### config.mk
export PLATFORM = sky130hd
export DESIGN_NAME = load_percent_from_idle_count
export DESIGN_NICKNAME = d
export VERILOG_FILES = /design/src/design/lpi_pkg.sv /design/src/design/lpi_mul.sv /design/src/design/lpi_div.sv /design/src/design/load_percent_from_idle_count.sv
export SDC_FILE = /design/constraint.sdc
export NUM_CORES = 1
export LEC_CHECK = 0
export BUFFER_PORTS_ARGS = -buffer_cell sky130_fd_sc_hd__buf_2
export CORE_MARGIN = 3
export CORE_UTILIZATION = 40
export CTS_CLUSTER_DIAMETER = 30
export DETAILED_ROUTE_END_ITERATION = 10
export HOLD_SLACK_MARGIN = 0.15
export SLEW_MARGIN = 20
export SYNTH_ARGS = -nofsm -noshare
export SYNTH_HDL_FRONTEND = slang
export SYNTH_SLANG_ARGS = --single-unit
export TNS_END_PERCENT = 1
### constraint.sdc
create_clock -name clk -period 7.6 [get_ports clk]
set_input_delay 0.38 -clock clk [delete_from_list [all_inputs] [get_ports clk]]
set_output_delay 0.38 -clock clk [all_outputs]
set_load 0.02 [all_outputs]
### src/design/lpi_pkg.sv
package lpi_pkg;

  // Scale of one percent step and the width of a percent digit group.
  localparam int unsigned QW          = 7;
  localparam logic [QW-1:0] PCT_SCALE = 7'd100;
  localparam logic [QW-1:0] PCT_HUND_MAX = 7'd99;

  localparam int unsigned IN_TDATA_W  = 32;
  localparam int unsigned OUT_TDATA_W = 16;

  typedef enum logic [2:0] {
    ST_IDLE,
    ST_MUL1,
    ST_DIV1,
    ST_MUL2,
    ST_DIV2,
    ST_DONE
  } lpi_state_t;

endpackage

### src/design/lpi_mul.sv
// Bit-serial multiplier by the constant percent scale, MSB of the constant first.
module lpi_mul import lpi_pkg::*; #(
  parameter int unsigned W = 32
) (
  input  logic            clk,
  input  logic            rst_n,
  input  logic            start,
  input  logic [W-1:0]    op,
  output logic            done,
  output logic [W+QW-1:0] prod
);

  localparam int unsigned CW = $clog2(QW);

  logic [W-1:0]    op_r, op_nxt;
  logic [W+QW-1:0] acc_r, acc_nxt;
  logic [CW-1:0]   cnt_r, cnt_nxt;
  logic            run_r, run_nxt;
  logic            done_r, done_nxt;

  always_comb begin
    op_nxt   = op_r;
    acc_nxt  = acc_r;
    cnt_nxt  = cnt_r;
    run_nxt  = run_r;
    done_nxt = 1'b0;
    if (start) begin
      op_nxt  = op;
      acc_nxt = '0;
      cnt_nxt = CW'(QW - 1);
      run_nxt = 1'b1;
    end else if (run_r) begin
      acc_nxt = {acc_r[W+QW-2:0], 1'b0}
              + (PCT_SCALE[cnt_r] ? {{QW{1'b0}}, op_r} : '0);
      if (cnt_r == '0) begin
        run_nxt  = 1'b0;
        done_nxt = 1'b1;
      end else begin
        cnt_nxt = cnt_r - 1'b1;
      end
    end
  end

  always_ff @(posedge clk) begin
    if (!rst_n) begin
      run_r  <= 1'b0;
      done_r <= 1'b0;
      cnt_r  <= '0;
    end else begin
      run_r  <= run_nxt;
      done_r <= done_nxt;
      cnt_r  <= cnt_nxt;
    end
    op_r  <= op_nxt;
    acc_r <= acc_nxt;
  end

  assign done = done_r;
  assign prod = acc_r;

endmodule

### src/design/lpi_div.sv
// Restoring divider that yields one quotient bit per cycle. The quotient is
// known to fit in QW bits, so the divisor starts shifted up by QW-1 places.
module lpi_div import lpi_pkg::*; #(
  parameter int unsigned W = 32
) (
  input  logic            clk,
  input  logic            rst_n,
  input  logic            start,
  input  logic [W+QW-1:0] num,
  input  logic [W-1:0]    den,
  output logic            done,
  output logic [QW-1:0]   quo,
  output logic [W-1:0]    rem
);

  localparam int unsigned CW = $clog2(QW);

  logic [W+QW-1:0] r_r, r_nxt;
  logic [W+QW-1:0] d_r, d_nxt;
  logic [QW-1:0]   q_r, q_nxt;
  logic [CW-1:0]   cnt_r, cnt_nxt;
  logic            run_r, run_nxt;
  logic            done_r, done_nxt;
  logic [W+QW:0]   diff;
  logic            ge;

  assign diff = {1'b0, r_r} - {1'b0, d_r};
  assign ge   = ~diff[W+QW];

  always_comb begin
    r_nxt    = r_r;
    d_nxt    = d_r;
    q_nxt    = q_r;
    cnt_nxt  = cnt_r;
    run_nxt  = run_r;
    done_nxt = 1'b0;
    if (start) begin
      r_nxt   = num;
      d_nxt   = {1'b0, den, {(QW-1){1'b0}}};
      q_nxt   = '0;
      cnt_nxt = CW'(QW - 1);
      run_nxt = 1'b1;
    end else if (run_r) begin
      if (ge) begin
        r_nxt = diff[W+QW-1:0];
      end
      q_nxt = {q_r[QW-2:0], ge};
      d_nxt = {1'b0, d_r[W+QW-1:1]};
      if (cnt_r == '0) begin
        run_nxt  = 1'b0;
        done_nxt = 1'b1;
      end else begin
        cnt_nxt = cnt_r - 1'b1;
      end
    end
  end

  always_ff @(posedge clk) begin
    if (!rst_n) begin
      run_r  <= 1'b0;
      done_r <= 1'b0;
      cnt_r  <= '0;
    end else begin
      run_r  <= run_nxt;
      done_r <= done_nxt;
      cnt_r  <= cnt_nxt;
    end
    r_r <= r_nxt;
    d_r <= d_nxt;
    q_r <= q_nxt;
  end

  assign done = done_r;
  assign quo  = q_r;
  assign rem  = r_r[W-1:0];

endmodule

### src/design/load_percent_from_idle_count.sv
// Processor load estimate from idle-loop counts.
//
// Input channel (in_*): one item per measurement window, carrying the idle
// loop count of that window in in_tdata. Only the low COUNT_WIDTH bits count.
// Result channel (out_*): exactly one item per input item, carrying the busy
// share as whole percent and hundredths of a percent, both truncated.
// The block keeps the largest count seen so far as its reference. A count at
// or above the reference replaces it and reports 0.00; the first window after
// reset calibrates the reference this way.
// A count that is not below the reference goes to the done state and from
// there into the output register. Otherwise the bit-serial datapath runs two
// passes of a times-100 multiply and a 7-step divide (multiply, divide,
// multiply, divide) before the done state. One item is processed at a time;
// the next is accepted once the result has moved into the output register.
// Reset (rst_n low, synchronous) clears the reference and empties the output.
// When the receiver stalls, the result holds in the output register while a
// new item is still accepted and processed; it then waits for the register.
module load_percent_from_idle_count import lpi_pkg::*; #(
  parameter int unsigned COUNT_WIDTH = 32
) (
  input  logic                   clk,
  input  logic                   rst_n,
  input  logic                   in_tvalid,
  output logic                   in_tready,
  input  logic [IN_TDATA_W-1:0]  in_tdata,   // [31:0] idle_count
  output logic                   out_tvalid,
  input  logic                   out_tready,
  output logic [OUT_TDATA_W-1:0] out_tdata   // [6:0] usage_whole, [13:7] usage_hundredths
);

  localparam int unsigned W = COUNT_WIDTH;

  lpi_state_t state_r, state_nxt;

  logic [W-1:0]    ref_r, ref_nxt;
  logic [QW-1:0]   whole_r, whole_nxt;
  logic [QW-1:0]   hund_r, hund_nxt;
  logic            out_valid_r, out_valid_nxt;
  logic [QW-1:0]   out_whole_r, out_whole_nxt;
  logic [QW-1:0]   out_hund_r, out_hund_nxt;

  // The input field is zero-extended or truncated to the count width.
  logic [IN_TDATA_W+W-1:0] in_ext;
  logic [W-1:0]            count;

  logic            mul_start, mul_done;
  logic [W-1:0]    mul_op;
  logic [W+QW-1:0] mul_prod;
  logic            div_start, div_done;
  logic [QW-1:0]   div_quo;
  logic [W-1:0]    div_rem;

  assign in_ext  = {{W{1'b0}}, in_tdata};
  assign count   = in_ext[W-1:0];

  lpi_mul #(.W(W)) u_mul (
    .clk   (clk),
    .rst_n (rst_n),
    .start (mul_start),
    .op    (mul_op),
    .done  (mul_done),
    .prod  (mul_prod)
  );

  lpi_div #(.W(W)) u_div (
    .clk   (clk),
    .rst_n (rst_n),
    .start (div_start),
    .num   (mul_prod),
    .den   (ref_r),
    .done  (div_done),
    .quo   (div_quo),
    .rem   (div_rem)
  );

  always_comb begin
    state_nxt     = state_r;
    ref_nxt       = ref_r;
    whole_nxt     = whole_r;
    hund_nxt      = hund_r;
    out_valid_nxt = out_valid_r;
    out_whole_nxt = out_whole_r;
    out_hund_nxt  = out_hund_r;
    mul_start     = 1'b0;
    mul_op        = div_rem;
    div_start     = 1'b0;
    in_tready     = 1'b0;

    if (out_valid_r && out_tready) begin
      out_valid_nxt = 1'b0;
    end

    case (state_r)
      ST_IDLE: begin
        in_tready = 1'b1;
        if (in_tvalid) begin
          if (count < ref_r) begin
            // Busy share is reference minus count; scale it by 100 first.
            mul_op    = ref_r - count;
            mul_start = 1'b1;
            state_nxt = ST_MUL1;
          end else begin
            ref_nxt   = count;
            whole_nxt = '0;
            hund_nxt  = '0;
            state_nxt = ST_DONE;
          end
        end
      end
      ST_MUL1: begin
        if (mul_done) begin
          div_start = 1'b1;
          state_nxt = ST_DIV1;
        end
      end
      ST_DIV1: begin
        if (div_done) begin
          // Whole percent is the quotient; the remainder is scaled again.
          whole_nxt = div_quo;
          mul_start = 1'b1;
          state_nxt = ST_MUL2;
        end
      end
      ST_MUL2: begin
        if (mul_done) begin
          div_start = 1'b1;
          state_nxt = ST_DIV2;
        end
      end
      ST_DIV2: begin
        if (div_done) begin
          hund_nxt  = div_quo;
          state_nxt = ST_DONE;
        end
      end
      ST_DONE: begin
        // Move the result into the output register once it is free.
        if (!out_valid_r || out_tready) begin
          out_valid_nxt = 1'b1;
          out_whole_nxt = whole_r;
          out_hund_nxt  = hund_r;
          state_nxt     = ST_IDLE;
        end
      end
      default: begin
        state_nxt = ST_IDLE;
      end
    endcase
  end

  always_ff @(posedge clk) begin
    if (!rst_n) begin
      state_r     <= ST_IDLE;
      ref_r       <= '0;
      whole_r     <= '0;
      hund_r      <= '0;
      out_valid_r <= 1'b0;
    end else begin
      state_r     <= state_nxt;
      ref_r       <= ref_nxt;
      whole_r     <= whole_nxt;
      hund_r      <= hund_nxt;
      out_valid_r <= out_valid_nxt;
    end
    out_whole_r <= out_whole_nxt;
    out_hund_r  <= out_hund_nxt;
  end

  assign out_tvalid = out_valid_r;
  assign out_tdata  = {{(OUT_TDATA_W-2*QW){1'b0}}, out_hund_r, out_whole_r};

endmodule

==> impl_metrics.toml <==
[status]
status = "finished clean"

[die]
die_y_um = 196.1
io_pins = 54
rows = 69
die_w_um = 196.1
core_area_sq_um = 35570
dieArea_sq_um = 38470
start_util_pct = 40.65

[drt]
num_vias = 12130
route.antenna.remaining_nets = 0
dr.first_iter.drc_count = 933
avgRoutedWirePerCell_um = 16.81
vias_per_cell = 5.462
first_pass_iters = 8
drt-total-wl_um = 37340
drc = 0

[clock_network]
cts_buffer_depth = 3
cts_tree = "yes"
clock-sinks = 229
root_buffer = "clkbuf_16"
cts-buffers-inserted = 45
insertion_delay_ns = 0.55
htreeDepth = 2
clkTransAtPathRegs_ns = 0.05

[worst_setup_path]
critPathLaunchType = "input pin"
critical_path_class = "input pin to flip-flop"
end_kind = "flip-flop"
cp.arrival_ns = 5.33
cp.required_ns = 8.07
r2r-start = "ref_r[0]"
cp_max_fo = 64
setup.worst_path.start = "in_tdata[2]"

[yosys]
synth_cells = 1665
synthAdderAreaFrac_pct = 9.501
syn_area_per_cell_sq_um = 8.685
netlist_area_sq_um = 14460
synth_warnings = 0
synthArstFlopShare_pct = 0
synthSimpleGateAreaFrac_pct = 16.31
synth_edf_count = 117
ys_seq_area_share_pct = 39.80
muxShareOfSynthArea_pct = 2.786
synth_xor_area_share_pct = 5.815
synth-main-ff-cell = "edfxtp_1"
synth-seq-cells = 229
synth_compound_area_share_pct = 20.77
ys_types = 71
synth_top_family_by_area = "compound AO/OA/AOI/OAI gates"

[grt]
busiest_layer = "met2"
met2_usage_pct = 29.98
overflow = 0
use_met3_pct = 2.507
grt_max_degree = 65
antenna_found_initial = 0
grt_usage_pct = 19.07
grt_pass1_wl_um = 60120
use_met1_pct = 26.99
grt_pass1_vias = 11580

[cells_and_area]
design_area_sq_um = 17000
nets = 1868
area_growth_pct = 17.55
seqCellArea_sq_um = 5757
nFillCells = 3404
drive_above_1_share_pct = 9.489
fin_cells = 2221
diodes = 0
multiInputGateArea_sq_um = 8009

[place]
place_inst = 2106
port_buffers = 51
dp_hpwl_um = 27190
place_congestion = 0.8922
dp_slack_ns = 3.162
dpl_cell_area_sq_um = 15070

[timing]
fin_crit_sh_pct = 64.03
skew_ns = 0.03328
setup_viol = 0
final-hold-violation-count = 0
slew_violations = 0
tightest_slew_ns = 0.9245
setup-tns-final_ns = 0
slew_headroom_pct = 38.23
max_freq_mhz = 205.5
rsz0062_at_grt = "false"
min_period_ns = 4.866
layout_setup_ws_ns = 2.734

[power]
finalPower_mw = 4.502
ir_drop_v = 0.0002191
p_leak_nw = 7.188
intPower_mw = 3.121
p_sw_mw = 1.380
power_frac_clock_pct = 45.8
pwr-share-comb_pct = 19.6
power.density_nw_per_um2 = 264.8
seqPwrFrac_pct = 34.6
switching_share_pct = 30.66

[worst_hold_path]
hold_class = "input pin to flip-flop"
hold_start = "out_tready"

[flow_run]
drv_cap = 0
==> worst max-delay path: stages <==
cell           delay (ns)
dlygate4sd3_1        0.54
buf_2                0.11
inv_1                0.04
ha_1                 0.33
nor2b_1              0.16
o31a_1               0.29
o32ai_2              0.41
o21a_1               0.23
o211a_1              0.20
a21o_1               0.13
buf_4                0.44
and2_4               0.36
clkinv_2             0.74
or3_1                0.60
mux2_2               0.27
nand2_1              0.05
==> registers in the layout, indices dropped and copies added, names as in the netlist <==
signal and cells:
u_div.r_r 39, u_mul.prod 39, u_div.d_r 38, ref_r 32, u_mul.op_r 32, hund_r 7
out_hund_r 7, out_whole_r 7, u_div.quo 7, whole_r 7, state_r 3, u_div.cnt_r 3
u_mul.cnt_r 3, out_tvalid 1, u_div.done 1, u_div.run_r 1, u_mul.done 1, u_mul.run_r 1
==> cell type report <==
cell class	instances	area share [%]
Timing Repair Buffer	96	3.960
Sequential cell	229	33.87
Multi-Input combinational cell	1251	47.12
Inverter	101	2.238
Clock inverter	30	2.068
Tap cell	461	3.393
Clock buffer	53	7.354
==> Yosys cell counts, types with 4 or more instances <==
cell        n  area, sq um
o21ai_0    99        495.5
nand3_1    42        210.2
o21a_1     15        112.6
o211ai_1    4        30.03
a21oi_1   175        875.8
mux2i_1    38        380.4
nor2b_1    42        262.8
o31ai_1    37        277.8
a211o_1     6        52.55
a31o_2      5        43.79
edfxtp_1  117         3513
nor4_1      4        25.02
nor3_1     19        95.09
nand4_1    15        93.84
nor2_1    119        446.7
ha_1      105         1314
a21o_1     61        457.9
xnor2_1    50        437.9
clkbuf_1   78        292.8
or3_1       5        31.28
nand2_1   229        859.6
and4_1      4        35.03
xor2_1     46        402.9
or4_1       4        30.03
and3_1      7        43.79
a211oi_1   13        97.59
nand2b_1   14        87.58
inv_1      98        367.9
o21bai_1   16        120.1
a31oi_1    13        81.33
dfxtp_1   112         2242
a221oi_1    5        43.79
==> logic make-up after synthesis <==
group,after synthesis
compound gates,485
other cells,1
mux,40
buf+inv,186
simple gates,520
flops,229
xor+xnor,96
fa+ha+maj,108
==> metrics by stage <==
step	hold WS [ns]	utilization (%)
finish	0.1912	47.79
global route	0.1980	47.79
CTS	0.1800	47.78
detailed placement	0.4206	42.38
global placement	0.4119	42.38
floorplan	0.4079	-
==> metal layers <==
| metal | vias to the layer above | part of all wire [%] |
|---|---|---|
| met1 | 5660 | 48 |
| met3 | 81 | 5.5 |
| li1 | 6057 | - |
| met5 | - | 0 |
| met2 | 334 | 44 |
| met4 | 0 | 3.2 |
==> repair_timing <==
action                                 CTS  global route
hold buffers                            32             0
resized for setup                        0             0
setup endpoints to repair                0             0
buffers inserted                         0             0
endpoints found under the hold margin   32             0
==> layout by cell type (no fill, tap or decap), drive strengths merged, types with 38 or more instances in the layout <==
cell,synthesis,layout
a21o,61,61
a21oi,175,175
buf,7,64
clkbuf,78,53
dfxtp,112,112
edfxtp,117,117
ha,105,105
inv,100,111
mux2i,38,38
nand2,229,229
nand3,42,42
nor2,119,119
nor2b,42,42
o21ai,100,100
xnor2,50,50
xor2,46,46
==> path summary, 6_finish.rpt <==
| path | endpoint | slack (ns) | depth (start not counted) |
|---|---|---|---|
| max | u_mul.prod[27] | 2.73 | 16 |
| min | out_tvalid | 0.19 | 3 |
| max reg2reg | u_mul.prod[27] | 2.90 | 15 |
| min reg2reg | out_whole_r[5] | 0.43 | 0 |
==> power by group through the flow <==
stage          registers, mW  logic, mW  clock network (mW)
6_report                1.56      0.884                2.06
5_1_grt                 1.57      0.982                2.16
4_1_cts                 1.55      0.880                2.09
3_5_place_dp            1.58      0.860                   0
3_3_place_gp            1.57      0.853                   0
2_1_floorplan           1.53      0.633                   0
Power figures use the tool's default switching activity.
